===== src/rtl/mpd_pkg.sv =====
// ============================================================================
// mpd_pkg
// Shared types and codes of the MQTT packet deframer.
// ============================================================================
`default_nettype none

package mpd_pkg;

    localparam int MPD_QUEUE_DEPTH = 2;

    localparam int LEN_W   = 28;
    localparam int TOPIC_W = 16;

    typedef logic [2:0] kind_t;
    typedef logic [2:0] event_t;

    localparam kind_t KIND_HEADER = 3'd0;
    localparam kind_t KIND_LENGTH = 3'd1;
    localparam kind_t KIND_BODY   = 3'd2;
    localparam kind_t KIND_TOPLEN = 3'd3;
    localparam kind_t KIND_TOPIC  = 3'd4;
    localparam kind_t KIND_PKTID  = 3'd5;
    localparam kind_t KIND_MSG    = 3'd6;

    localparam event_t EV_NONE        = 3'd0;
    localparam event_t EV_ACK_OK      = 3'd1;
    localparam event_t EV_ACK_REFUSED = 3'd2;
    localparam event_t EV_PUB_SHORT   = 3'd3;
    localparam event_t EV_LEN_BAD     = 3'd4;

    localparam logic [3:0] TYPE_CONNACK = 4'd2;
    localparam logic [3:0] TYPE_PUBLISH = 4'd3;

    // One classified byte, as handed from the front to the back.
    typedef struct packed {
        logic [7:0]         data_byte;
        logic [3:0]         packet_type;
        kind_t              field_kind;
        logic               last_of_packet;
        logic               len_bad;
        logic               check_end;
        logic [LEN_W-1:0]   remaining_length;
        logic [TOPIC_W-1:0] topic_length;
        logic               connack_ok;
    } mpd_rec_t;

    typedef struct packed {
        logic can_push;
        logic can_pop;
    } mpd_qstat_t;

endpackage

`default_nettype wire


===== src/rtl/mpd_if.sv =====
// ============================================================================
// mpd_if
// Valid/ready channels of the MQTT packet deframer.
// ============================================================================
`default_nettype none

interface mpd_in_if;
    logic       valid;
    logic       ready;
    logic [7:0] rx_byte;

    modport source (output valid, output rx_byte, input ready);
    modport sink   (input valid, input rx_byte, output ready);
endinterface

interface mpd_out_if;
    logic        valid;
    logic        ready;
    logic [7:0]  data_byte;
    logic [3:0]  packet_type;
    logic [2:0]  field_kind;
    logic        last_of_packet;
    logic [2:0]  packet_event;
    logic [27:0] remaining_length;
    logic        link_up;

    modport source (output valid, output data_byte, output packet_type, output field_kind,
                    output last_of_packet, output packet_event, output remaining_length,
                    output link_up, input ready);
    modport sink   (input valid, input data_byte, input packet_type, input field_kind,
                    input last_of_packet, input packet_event, input remaining_length,
                    input link_up, output ready);
endinterface

`default_nettype wire


===== src/rtl/mpd_front.sv =====
// ============================================================================
// mpd_front
// Accepts bytes, tracks the packet framing and labels each byte.
// ============================================================================
`default_nettype none

module mpd_front
    import mpd_pkg::*;
(
    input  wire logic clk,
    input  wire logic rst_n,
    mpd_in_if.sink    rx,
    input  wire logic push_ready,
    output logic      push_valid,
    output mpd_rec_t  push_rec
);

    localparam logic [1:0] PH_HEADER = 2'd0;
    localparam logic [1:0] PH_LENGTH = 2'd1;
    localparam logic [1:0] PH_BODY   = 2'd2;

    logic [1:0]         phase_reg,   phase_next;
    logic [3:0]         type_reg,    type_next;
    logic               qos_reg,     qos_next;
    logic [LEN_W-1:0]   accum_reg,   accum_next;
    logic [1:0]         lcount_reg,  lcount_next;
    logic [LEN_W-1:0]   pos_reg,     pos_next;
    logic [TOPIC_W-1:0] topic_reg,   topic_next;
    logic               ackok_reg,   ackok_next;

    logic             accept;
    logic [LEN_W-1:0] len_part;
    logic [LEN_W-1:0] topic_end;
    logic [LEN_W-1:0] pktid_end;
    logic [LEN_W:0]   pos_inc;
    kind_t            kind;
    logic             last;
    logic             len_bad;
    logic             check_end;

    assign rx.ready = push_ready;
    assign accept   = rx.valid & push_ready;

    always_comb
    begin
        unique case (lcount_reg)
            2'd0: len_part = {21'd0, rx.rx_byte[6:0]};
            2'd1: len_part = {14'd0, rx.rx_byte[6:0], 7'd0};
            2'd2: len_part = {7'd0, rx.rx_byte[6:0], 14'd0};
            default: len_part = {rx.rx_byte[6:0], 21'd0};
        endcase
    end

    assign topic_end = {{(LEN_W-TOPIC_W-1){1'b0}}, {1'b0, topic_reg} + 17'd2};
    assign pktid_end = {{(LEN_W-TOPIC_W-1){1'b0}}, {1'b0, topic_reg} + 17'd4};
    assign pos_inc   = {1'b0, pos_reg} + {{LEN_W{1'b0}}, 1'b1};

    always_comb
    begin
        phase_next  = phase_reg;
        type_next   = type_reg;
        qos_next    = qos_reg;
        accum_next  = accum_reg;
        lcount_next = lcount_reg;
        pos_next    = pos_reg;
        topic_next  = topic_reg;
        ackok_next  = ackok_reg;
        kind        = KIND_HEADER;
        last        = 1'b0;
        len_bad     = 1'b0;
        check_end   = 1'b0;
        priority if (phase_reg == PH_LENGTH)
        begin
            kind       = KIND_LENGTH;
            accum_next = accum_reg | len_part;
            if (rx.rx_byte[7])
            begin
                if (lcount_reg == 2'd3)
                begin
                    len_bad    = 1'b1;
                    last       = 1'b1;
                    phase_next = PH_HEADER;
                end
                else
                begin
                    lcount_next = lcount_reg + 2'd1;
                end
            end
            else if (accum_next == '0)
            begin
                last       = 1'b1;
                check_end  = 1'b1;
                phase_next = PH_HEADER;
            end
            else
            begin
                phase_next = PH_BODY;
            end
        end
        else if (phase_reg == PH_BODY)
        begin
            if (type_reg == TYPE_PUBLISH)
            begin
                priority if (pos_reg < LEN_W'(2))
                begin
                    kind = KIND_TOPLEN;
                    if (pos_reg == '0)
                        topic_next = {rx.rx_byte, 8'd0};
                    else
                        topic_next = {topic_reg[15:8], rx.rx_byte};
                end
                else if (pos_reg < topic_end)
                    kind = KIND_TOPIC;
                else if (qos_reg && (pos_reg < pktid_end))
                    kind = KIND_PKTID;
                else
                    kind = KIND_MSG;
            end
            else
            begin
                kind = KIND_BODY;
                if (pos_reg == LEN_W'(1))
                    ackok_next = (rx.rx_byte == 8'd0);
            end
            if (pos_inc >= {1'b0, accum_reg})
            begin
                last       = 1'b1;
                check_end  = 1'b1;
                phase_next = PH_HEADER;
            end
            else
            begin
                pos_next = pos_inc[LEN_W-1:0];
            end
        end
        else
        begin
            // Header byte; also covers the unused phase code.
            kind        = KIND_HEADER;
            type_next   = rx.rx_byte[7:4];
            qos_next    = |rx.rx_byte[2:1];
            accum_next  = '0;
            lcount_next = '0;
            pos_next    = '0;
            topic_next  = '0;
            ackok_next  = 1'b0;
            phase_next  = PH_LENGTH;
        end
    end

    always_ff @(posedge clk or negedge rst_n)
    begin
        if (!rst_n)
        begin
            phase_reg  <= PH_HEADER;
            type_reg   <= '0;
            qos_reg    <= 1'b0;
            accum_reg  <= '0;
            lcount_reg <= '0;
            pos_reg    <= '0;
            topic_reg  <= '0;
            ackok_reg  <= 1'b0;
        end
        else if (accept)
        begin
            phase_reg  <= phase_next;
            type_reg   <= type_next;
            qos_reg    <= qos_next;
            accum_reg  <= accum_next;
            lcount_reg <= lcount_next;
            pos_reg    <= pos_next;
            topic_reg  <= topic_next;
            ackok_reg  <= ackok_next;
        end
    end

    assign push_valid                = accept;
    assign push_rec.data_byte        = rx.rx_byte;
    assign push_rec.packet_type      = type_next;
    assign push_rec.field_kind       = kind;
    assign push_rec.last_of_packet   = last;
    assign push_rec.len_bad          = len_bad;
    assign push_rec.check_end        = check_end;
    assign push_rec.remaining_length = accum_next;
    assign push_rec.topic_length     = topic_next;
    assign push_rec.connack_ok       = ackok_next;

endmodule

`default_nettype wire


===== src/rtl/mpd_queue.sv =====
// ============================================================================
// mpd_queue
// Short FIFO of classified bytes between the front and the back.
// ============================================================================
`default_nettype none

module mpd_queue
    import mpd_pkg::*;
#(
    parameter int DEPTH = MPD_QUEUE_DEPTH
)
(
    input  wire logic     clk,
    input  wire logic     rst_n,
    input  wire logic     push,
    input  wire mpd_rec_t push_rec,
    input  wire logic     pop,
    output mpd_rec_t      pop_rec,
    output mpd_qstat_t    stat
);

    localparam int PW = (DEPTH > 1) ? $clog2(DEPTH) : 1;
    localparam int CW = $clog2(DEPTH + 1);

    mpd_rec_t        slot_reg [DEPTH];
    logic [PW-1:0]   wr_ptr_reg, wr_ptr_next;
    logic [PW-1:0]   rd_ptr_reg, rd_ptr_next;
    logic [CW-1:0]   count_reg,  count_next;

    assign stat.can_push = (count_reg != CW'(DEPTH));
    assign stat.can_pop  = (count_reg != '0);
    assign pop_rec       = slot_reg[rd_ptr_reg];

    always_comb
    begin
        wr_ptr_next = wr_ptr_reg;
        rd_ptr_next = rd_ptr_reg;
        count_next  = count_reg;
        if (push)
            wr_ptr_next = (wr_ptr_reg == PW'(DEPTH - 1)) ? '0 : wr_ptr_reg + PW'(1);
        if (pop)
            rd_ptr_next = (rd_ptr_reg == PW'(DEPTH - 1)) ? '0 : rd_ptr_reg + PW'(1);
        if (push && !pop)
            count_next = count_reg + CW'(1);
        else if (pop && !push)
            count_next = count_reg - CW'(1);
    end

    always_ff @(posedge clk or negedge rst_n)
    begin
        if (!rst_n)
        begin
            wr_ptr_reg <= '0;
            rd_ptr_reg <= '0;
            count_reg  <= '0;
        end
        else
        begin
            wr_ptr_reg <= wr_ptr_next;
            rd_ptr_reg <= rd_ptr_next;
            count_reg  <= count_next;
        end
    end

    always_ff @(posedge clk)
    begin
        if (push)
            slot_reg[wr_ptr_reg] <= push_rec;
    end

endmodule

`default_nettype wire


===== src/rtl/mpd_back.sv =====
// ============================================================================
// mpd_back
// Runs the end-of-packet checks, keeps the link flag and drives the output.
// ============================================================================
`default_nettype none

module mpd_back
    import mpd_pkg::*;
(
    input  wire logic     clk,
    input  wire logic     rst_n,
    input  wire logic     rec_valid,
    input  wire mpd_rec_t rec,
    output logic          rec_take,
    mpd_out_if.source     tx
);

    logic             valid_reg;
    logic             link_reg,  link_next;
    logic [7:0]       byte_reg;
    logic [3:0]       type_reg;
    kind_t            kind_reg;
    logic             last_reg;
    event_t           event_reg, event_next;
    logic [LEN_W-1:0] len_reg;

    logic [LEN_W-1:0] topic_end;

    assign rec_take  = rec_valid && (!valid_reg || tx.ready);
    assign topic_end = {{(LEN_W-TOPIC_W-1){1'b0}}, {1'b0, rec.topic_length} + 17'd2};

    always_comb
    begin
        event_next = EV_NONE;
        link_next  = link_reg;
        priority if (rec.len_bad)
            event_next = EV_LEN_BAD;
        else if (rec.check_end && (rec.packet_type == TYPE_CONNACK))
        begin
            if ((rec.remaining_length >= LEN_W'(2)) && rec.connack_ok)
            begin
                event_next = EV_ACK_OK;
                link_next  = 1'b1;
            end
            else
                event_next = EV_ACK_REFUSED;
        end
        else if (rec.check_end && (rec.packet_type == TYPE_PUBLISH))
        begin
            if ((rec.remaining_length < LEN_W'(2)) || (rec.remaining_length < topic_end))
                event_next = EV_PUB_SHORT;
        end
        else
            event_next = EV_NONE;
    end

    always_ff @(posedge clk or negedge rst_n)
    begin
        if (!rst_n)
        begin
            valid_reg <= 1'b0;
            link_reg  <= 1'b0;
        end
        else
        begin
            if (rec_take)
            begin
                valid_reg <= 1'b1;
                link_reg  <= link_next;
            end
            else if (tx.ready)
                valid_reg <= 1'b0;
        end
    end

    always_ff @(posedge clk)
    begin
        if (rec_take)
        begin
            byte_reg  <= rec.data_byte;
            type_reg  <= rec.packet_type;
            kind_reg  <= rec.field_kind;
            last_reg  <= rec.last_of_packet;
            event_reg <= event_next;
            len_reg   <= rec.remaining_length;
        end
    end

    assign tx.valid            = valid_reg;
    assign tx.data_byte        = byte_reg;
    assign tx.packet_type      = type_reg;
    assign tx.field_kind       = kind_reg;
    assign tx.last_of_packet   = last_reg;
    assign tx.packet_event     = event_reg;
    assign tx.remaining_length = len_reg;
    assign tx.link_up          = link_reg;

endmodule

`default_nettype wire


===== src/rtl/mqtt_packet_deframer_top.sv =====
// ============================================================================
// mqtt_packet_deframer_top
// MQTT 3.1.1 fixed-header deframer: labels each received byte with its field.
// ============================================================================
//
//   channel  dir  handshake    payload
//   rx_ch    in   valid/ready  rx_byte
//   tx_ch    out  valid/ready  data_byte, packet_type, field_kind, last_of_packet,
//                              packet_event, remaining_length, link_up
//
// One byte per cycle sustained while tx_ch keeps taking results; an accepted
// byte is written to the queue, then to the output register, before tx_ch shows it.
// Reset (rst_n low, asynchronous) puts the parser at "expecting header" with
// link_up low and empties the queue; no clearing pass is needed.
// A stall on tx_ch fills the queue first; rx_ch.ready drops only when the
// queue is full, so QUEUE_DEPTH bytes plus the output register absorb it.
// ============================================================================
`default_nettype none

module mqtt_packet_deframer_top
    import mpd_pkg::*;
#(
    parameter int QUEUE_DEPTH = MPD_QUEUE_DEPTH
)
(
    input  wire logic clk,
    input  wire logic rst_n,
    mpd_in_if.sink    rx_ch,
    mpd_out_if.source tx_ch
);

    mpd_qstat_t q_stat;
    mpd_rec_t   push_rec;
    mpd_rec_t   pop_rec;
    logic       push_valid;
    logic       pop_take;

    // Front: framing state, byte labels; writes one record per accepted byte.
    mpd_front u_front (
        .clk        (clk),
        .rst_n      (rst_n),
        .rx         (rx_ch),
        .push_ready (q_stat.can_push),
        .push_valid (push_valid),
        .push_rec   (push_rec)
    );

    // Decouple so an output stall does not immediately hold the input.
    mpd_queue #(
        .DEPTH (QUEUE_DEPTH)
    ) u_queue (
        .clk      (clk),
        .rst_n    (rst_n),
        .push     (push_valid),
        .push_rec (push_rec),
        .pop      (pop_take),
        .pop_rec  (pop_rec),
        .stat     (q_stat)
    );

    // Back: packet-end events, link flag, output register.
    mpd_back u_back (
        .clk       (clk),
        .rst_n     (rst_n),
        .rec_valid (q_stat.can_pop),
        .rec       (pop_rec),
        .rec_take  (pop_take),
        .tx        (tx_ch)
    );

endmodule

`default_nettype wire


===== src/flat_wrapper.sv =====
// flat-port wrapper written by rule: the top's interface ports become plain ports
module mqtt_packet_deframer_top_flat import mpd_pkg::*;
#(
    parameter int QUEUE_DEPTH = MPD_QUEUE_DEPTH
)
  (clk, rst_n, rx_ch_valid, rx_ch_rx_byte, rx_ch_ready, tx_ch_valid, tx_ch_data_byte, tx_ch_packet_type, tx_ch_field_kind, tx_ch_last_of_packet, tx_ch_packet_event, tx_ch_remaining_length, tx_ch_link_up, tx_ch_ready);
  mpd_in_if rx_ch_i ();
  mpd_out_if tx_ch_i ();
  input  wire logic clk;
  input  wire logic rst_n;
  input wire logic [$bits(rx_ch_i.valid)-1:0] rx_ch_valid;
  input wire logic [$bits(rx_ch_i.rx_byte)-1:0] rx_ch_rx_byte;
  output wire logic [$bits(rx_ch_i.ready)-1:0] rx_ch_ready;
  output wire logic [$bits(tx_ch_i.valid)-1:0] tx_ch_valid;
  output wire logic [$bits(tx_ch_i.data_byte)-1:0] tx_ch_data_byte;
  output wire logic [$bits(tx_ch_i.packet_type)-1:0] tx_ch_packet_type;
  output wire logic [$bits(tx_ch_i.field_kind)-1:0] tx_ch_field_kind;
  output wire logic [$bits(tx_ch_i.last_of_packet)-1:0] tx_ch_last_of_packet;
  output wire logic [$bits(tx_ch_i.packet_event)-1:0] tx_ch_packet_event;
  output wire logic [$bits(tx_ch_i.remaining_length)-1:0] tx_ch_remaining_length;
  output wire logic [$bits(tx_ch_i.link_up)-1:0] tx_ch_link_up;
  input wire logic [$bits(tx_ch_i.ready)-1:0] tx_ch_ready;
  assign rx_ch_i.valid = rx_ch_valid;
  assign rx_ch_i.rx_byte = rx_ch_rx_byte;
  assign rx_ch_ready = rx_ch_i.ready;
  assign tx_ch_valid = tx_ch_i.valid;
  assign tx_ch_data_byte = tx_ch_i.data_byte;
  assign tx_ch_packet_type = tx_ch_i.packet_type;
  assign tx_ch_field_kind = tx_ch_i.field_kind;
  assign tx_ch_last_of_packet = tx_ch_i.last_of_packet;
  assign tx_ch_packet_event = tx_ch_i.packet_event;
  assign tx_ch_remaining_length = tx_ch_i.remaining_length;
  assign tx_ch_link_up = tx_ch_i.link_up;
  assign tx_ch_i.ready = tx_ch_ready;
  mqtt_packet_deframer_top #(.QUEUE_DEPTH(QUEUE_DEPTH)) u_core (.clk(clk), .rst_n(rst_n), .rx_ch(rx_ch_i), .tx_ch(tx_ch_i));
endmodule

===== config.mk =====
export PLATFORM = sky130hd
export DESIGN_NAME = mqtt_packet_deframer_top_flat
export DESIGN_NICKNAME = d
export VERILOG_FILES = /design/src/rtl/mpd_pkg.sv /design/src/rtl/mpd_if.sv /design/src/rtl/mpd_front.sv /design/src/rtl/mpd_queue.sv /design/src/rtl/mpd_back.sv /design/src/rtl/mqtt_packet_deframer_top.sv /design/src/flat_wrapper.sv
export SDC_FILE = /design/constraint.sdc
export NUM_CORES = 1
export LEC_CHECK = 0
export ABC_AREA = 1
export BUFFER_PORTS_ARGS = -buffer_cell sky130_fd_sc_hd__buf_2
export CELL_PAD_IN_SITES_DETAIL_PLACEMENT = 1
export CELL_PAD_IN_SITES_GLOBAL_PLACEMENT = 1
export CORE_AREA = 2 2 199 201
export CTS_CLUSTER_SIZE = 24
export DETAILED_ROUTE_END_ITERATION = 8
export DIE_AREA = 0 0 201 203
export PLACE_DENSITY = 0.77
export SLEW_MARGIN = 20
export SYNTH_ARGS = -nofsm -noshare
export SYNTH_HDL_FRONTEND = slang
export SYNTH_SLANG_ARGS = --single-unit

===== constraint.sdc =====
create_clock -name clk -period 3.8 [get_ports clk]
set_input_delay 0.19 -clock clk [delete_from_list [all_inputs] [get_ports clk]]
set_output_delay 0.19 -clock clk [all_outputs]
set_load 0.05 [all_outputs]

## Yosys cells after proc, flatten, opt, wreduce, memory -nomap -nowiden

Memories as Yosys holds them, arrays and structs flattened.
Index checks and enable logic that the tools add are counted.
W data, S select, Z words.

- Magnitude comparators: 7
- Muxes and demuxes: 54
- Bitwise operators: 5
- Equal/unequal tests: 16
- Add/sub/neg operators: 9
- Reductions and logical operators: 25

Operators with widths:

| kind | number |
|---|---|
| $mux W28 | 4 |
| $lt A28 B17 Y1 | 3 |
| $pmux W28 S3 | 1 |
| $mux W16 | 5 |
| $logic_not A28 Y1 | 2 |
| $lt A28 B2 Y1 const B | 2 |
| $add A16 B2 Y17 const B | 2 |
| $mux W2 | 16 |
| $add A28 B1 Y29 const B | 1 |
| $ge A29 B28 Y1 | 1 |
| $eq A28 B1 Y1 const B | 1 |
| $ge A28 B2 Y1 const B | 1 |
| $or A28 B28 Y28 | 1 |
| $mux W1 | 20 |
| $mux W3 | 6 |
| $add A16 B3 Y17 const B | 1 |
| $eq A4 B2 Y1 const B | 3 |
| $ne A2 B2 Y1 const B | 5 |
| $reduce_and A3 Y1 | 3 |
| $logic_not A8 Y1 | 1 |
| $mux W4 | 2 |
| $reduce_and A4 Y1 | 2 |
| $logic_and A1 B1 Y1 | 7 |
| $eq A2 B2 Y1 const B | 3 |
| 12 further kinds | 23 |

- Memory bits (writable): 126
- Input port bits: 12
- Memories kept: 1
- Register bits: 135
- Logic and storage cells: 136
- Output and inout port bits: 50

Memories:

| memory | depth | bits a word | rd ports | clocked after memory_dff | wr ports | RTL line | RTL |
|---|---|---|---|---|---|---|---|
| u_core.u_queue.slot_reg | 2 | 63 | 1 | 0 | 1 | mpd_queue.sv:25 | `mpd_rec_t slot_reg [DEPTH];` |

## Depth between registers and ports, before layout

- Depth after elaboration: 9
- Depth in mapped cells: 25
- Depth with buffers taken out: 24

## Modules after synthesis

A second synthesis with hierarchy kept.

- Cells, all modules: 1567
- Area total of the unflattened synthesis: 15105.7 µm²

By module, submodules not included:

| module | cells an instance | instances | seq. area each (µm²) | area an instance (µm²) |
|---|---|---|---|---|
| mpd_front | 1148 | 1 | 2052.0 | 7697.4 |
| mpd_queue | 221 | 1 | 3883.7 | 5052.3 |
| mpd_back | 198 | 1 | 1461.4 | 2356.0 |

## Worst setup path before layout

OpenSTA, ideal clock, no wires.

- Kind: register -> register
- Start: register u_core.u_queue.count_reg[0]
- End: memory u_core.u_queue.slot_reg[0][0] (netlist bit), enable pin
- Slack: -610 ps
- Data arrival time: 3926 ps
- Period minus slack after synthesis: 4410 ps
- Setup time: 485 ps
- Path buffers: 1
- Stages on the path, launching flop included: 6
- Data required time: 3315 ps
- Cell sequence: dfrtp_1 > inv_1 > nand2_1 > nand2_1 > clkbuf_1 > nor2_1

- Longest elaborated chain between the ends: 4

RTL lines:

| item | RTL line | RTL |
|---|---|---|
| start: declaration | mpd_queue.sv:28 | `logic [CW-1:0] count_reg, count_next;` |
| start signal: assignment | mpd_queue.sv:61 | `count_reg <= count_next;` |
| $ne A2 B2 Y1 | mpd_queue.sv:30 | `assign stat.can_push = (count_reg != CW'(DEPTH));` |
| net rx_ch_ready | flat_wrapper.sv:13 | `output wire logic [$bits(rx_ch_i.ready)-1:0] rx_ch_ready;` |
| $and A1 B1 Y1 | mpd_front.sv:42 | `assign accept = rx.valid & push_ready;` |
| $mux W1 | mpd_queue.sv:67 | `if (push)` |
| $mux W1 (not written as such) | mpd_queue.sv:68 | `slot_reg[wr_ptr_reg] <= push_rec;` |
| end: declaration | mpd_queue.sv:25 |  |

The timed path passes the listed nets, and every way through them passes these cells.

## Final worst setup path

- Start: register u_core.u_front.pos_reg[8]
- End: register u_core.u_front.pos_reg[1]

- Longest elaborated chain between the ends: 4

RTL lines:

| item | RTL line | RTL |
|---|---|---|
| start: declaration | mpd_front.sv:27 | `logic [LEN_W-1:0] pos_reg, pos_next;` |
| start signal: assignment | mpd_front.sv:171 | `pos_reg <= pos_next;` |
| $add A28 B1 Y29 | mpd_front.sv:56 | `assign pos_inc = {1'b0, pos_reg} + {{LEN_W{1'b0}}, 1'b1};` |
| $ge A29 B28 Y1 | mpd_front.sv:125 | `if (pos_inc >= {1'b0, accum_reg})` |
| $ne A2 B2 Y1 (no source line) | -- |  |
| $reduce_and A3 Y1 (no source line) | -- |  |

No other way between the ends.
A chain may end at the register's enable or synchronous reset.

==> results_dict.tcl <==
set metrics [dict create \
    status "completed" \
    switchingPower_w 0.00541 \
    p_clk_share_pct 21.3 \
    critical_path.max_stage_delay_ps 580 \
    syn-cell-area_sq_mm 0.0146 \
    met2_usage_pct 35.6 \
    worstReg2RegEnd "u_core.u_front.pos_reg[1]" \
    clkSinkCount 261 \
    cts_buffer_depth 3 \
    wire_per_inst_um 18.9 \
    grt_pass1_wl_um 67200 \
    r2r_slack_ps 200 \
    required_ps 4230 \
    critical_path.max_fanout 12 \
    path_buf_inv 2 \
    clock_latency_ps 550 \
    die_y_um 203 \
    grt-ovfl-total 0 \
    p_per_area_mw_per_mm2 748 \
    clock_skew_ps 24.7 \
    rr_worst_depth 16 \
    cts_made_buffers 28 \
    cp-end-kind "register" \
    ys_seq_elements 261 \
    met3_usage_pct 2.39 \
    synth_edf_count 173 \
    holdWs_ps 29.4 \
    clkSlewWorstSetupHoldPaths_ps 60 \
    antenna_found_initial 0 \
    yosysSeqAreaShare_pct 50.8 \
    worstReg2RegStart "u_core.u_front.pos_reg[8]" \
    finalHoldViolCount 0 \
    setup_violations 0 \
    io_buffers 61 \
    placed_cells 2196 \
    critPathTopFamily "simple AND/OR/NAND/NOR gates" \
    avgSynthCellArea_sq_um 8.84 \
    setup_tns_ps 0 \
    worst_path_max_delay_cell "dfrtp_1" \
    firstDrtPassIters 5 \
    arrival_ps 4030 \
    intPower_w 0.00689 \
    crit_type "reg -> reg" \
    async_reset_ff_share_pct 33.7 \
    grt_max_degree 73 \
    synth_top_flop_cell "edfxtp_1" \
    netlist_instances 1647 \
    grt_pass1_vias 12200 \
    dieWidth_um 201 \
    cts_root_buffer "clkbuf_16" \
    grt_use_met1_pct 27.3 \
    leakage_nw 7.33 \
    whs_endpoint "u_core.u_queue.slot_reg[0][61]" \
    wirelength_um 42600 \
    drc 0 \
    nets 1820 \
    layout.cells.non_filler 2257 \
    worst_slew_pin_slew_ps 941 \
    slew_violations 0 \
    ant_nets 0 \
    cts_max_level 1 \
    hold-path-cell-count 1 \
    yosysWarnings 0 \
    largest_reg_flops 126 \
    area_delta_synth_final_pct 13.0 \
    pin_count 62 \
    min_period_ps 3600 \
    hold_path_class "in -> reg" \
    final_cell_area_sq_mm 0.0165 \
    min_period_over_period_pct 94.7 \
    cap_violations 0 \
    critical_path.cell_chain "nand4_1 > nor3_4 > nand4_1 > xor2_1 > inv_1 > ha_1 > nand2_1 > nor3_1 > nand4_1 > a21oi_2 > nand2_2 > nand3_2 > nand2_4 > buf_4 > nand3b_1 > nand2_1" \
    num_vias 11900 \
    relSlewSlack_pct 37.1 \
    switching_share_pct 44.0 \
    die_area_sq_mm 0.0408 \
    path_common_cell "nand4_1" \
    cts_tree "yes" \
    ir_drop_mv 0.394 \
    antennaDiodeCount 0 \
    drive_gt1_share_pct 10.4 \
    synth_nets 1750 \
    min_from "rx_ch_rx_byte[6]" \
    placed_area_sq_mm 0.0155 \
    drtIter0Drc 668 \
    cp-start-kind "register" \
    grt_usage_pct 20.7 \
    comb_power_share_pct 43.0 \
    p_seq_share_pct 35.6 \
    rows 72 \
    viasPerCell 5.29 \
    fin_util_pct 42.8 \
    hpwl_um 31200 \
    initial_utilization_pct 37.9 \
    core_area_sq_mm 0.0385 \
    grt-busiest-layer "met2" \
    fmax_mhz 278 \
    gp_congestion 0.884 \
    yosysUniqueCellTypes 49 \
]
==> cell type report <==
class                           instances  area, sq um
Tap cell                              518          648
Inverter                              199          749
Clock buffer                           40          810
Multi-Input combinational cell       1136         6190
Clock inverter                         12         76.3
Sequential cell                       261         7400
Fill cell                            4478        22000
Timing Repair Buffer                   91          589
==> how the worst max path moves through the flow <==
| stage | from | to | slack, ps | cells after the start |
|---|---|---|---|---|
| floorplan | u_core.u_queue.count_reg[0] | u_core.u_queue.slot_reg[0][0] | 420 | 5 |
| global placement | u_core.u_front.pos_reg[1] | u_core.u_front.pos_reg[3] | 360 | 19 |
| detailed placement | u_core.u_front.pos_reg[0] | u_core.u_front.pos_reg[12] | 160 | 19 |
| CTS | u_core.u_front.pos_reg[0] | u_core.u_front.pos_reg[12] | 110 | 19 |
| global route | u_core.u_front.pos_reg[0] | u_core.u_front.pos_reg[12] | -1 | 23 |
| finish | u_core.u_front.pos_reg[8] | u_core.u_front.pos_reg[1] | 200 | 16 |
==> layer usage <==
layer	vias to the layer above	part of all wire, %
met3	78	4.5
met1	5960	44
li1	5643	-
met2	263	48
met5	-	0
met4	0	2.9
==> worst register-to-register path, stage by stage, from the launching register on <==
cell and delay, ps:
dfrtp_1 580, nand4_1 350, nor3_4 300, nand4_1 230
xor2_1 260, inv_1 90, ha_1 310, nand2_1 90
nor3_1 250, nand4_1 140, a21oi_2 160, nand2_2 80
nand3_2 110, nand2_4 130, buf_4 230, nand3b_1 100
nand2_1 60
==> cell families after synthesis <==
logic type,after synthesis,synth area share [%]
AO/OA/AOI/OAI,197,7.26
XOR/XNOR,48,2.89
adder cells (fa/ha/maj),91,7.82
buffers and inverters,250,7.14
flip-flops,261,50.8
multiplexers,4,0.275
AND/OR/NAND/NOR,796,23.8
==> stage by stage <==
step	total power (W)	setup WS [ps]
2_1_floorplan	0.00819	416
3_3_place_gp	0.00944	356
3_5_place_dp	0.00968	158
4_1_cts	0.0124	112
5_1_grt	0.0130	-1.17
6_report	0.0123	200
==> synthesized netlist by cell type, types with 4 or more instances <==
library cell | instances | area share [%]
a21oi_1 | 43 | 1.5
buf_1 | 4 | 0.10
buf_2 | 10 | 0.34
buf_6 | 7 | 0.54
clkbuf_1 | 25 | 0.64
dfrtp_1 | 88 | 15
edfxtp_1 | 173 | 36
ha_1 | 91 | 7.8
inv_1 | 186 | 4.8
inv_2 | 10 | 0.26
mux2i_1 | 4 | 0.27
nand2_1 | 445 | 11
nand3_1 | 113 | 3.9
nand4_1 | 35 | 1.5
nor2_1 | 116 | 3.0
nor2_2 | 5 | 0.21
nor3_1 | 37 | 1.3
nor3_2 | 4 | 0.27
nor4_1 | 5 | 0.21
o21ai_0 | 94 | 3.2
o21ai_1 | 27 | 0.93
o22ai_1 | 16 | 0.69
o32ai_1 | 6 | 0.36
or2_1 | 7 | 0.30
or2_2 | 12 | 0.52
xnor2_1 | 8 | 0.48
xor2_1 | 40 | 2.4
==> what timing repair did <==
action | in CTS | in global routing
endpoints found under the hold margin | 79 | 0
hold buffers | 6 | 0
resized for setup | 0 | 7
endpoints found under the setup margin | 0 | 29
setup buffers | 0 | 3
==> layout by cell type, fill, tap and decap left out, types with 35 or more instances in the layout <==
| master | count |
|---|---|
| nand2_1 | 444 |
| inv_1 | 186 |
| edfxtp_1 | 173 |
| nand3_1 | 113 |
| nor2_1 | 111 |
| o21ai_0 | 94 |
| ha_1 | 91 |
| dfrtp_1 | 86 |
| buf_2 | 60 |
| a21oi_1 | 42 |
| xor2_1 | 40 |
| nor3_1 | 37 |
| nand4_1 | 35 |
==> power by group through the flow <==
| stage | sequential [W] | clock (W) | combinational, W |
|---|---|---|---|
| floorplan | 0.00536 | 0 | 0.00283 |
| global placement | 0.00439 | 0 | 0.00506 |
| detailed placement | 0.00443 | 0 | 0.00525 |
| CTS | 0.00438 | 0.00267 | 0.00531 |
| global route | 0.00446 | 0.00278 | 0.00579 |
| finish | 0.00438 | 0.00262 | 0.00530 |
Note: power is estimated with default switching activity, not from simulation.
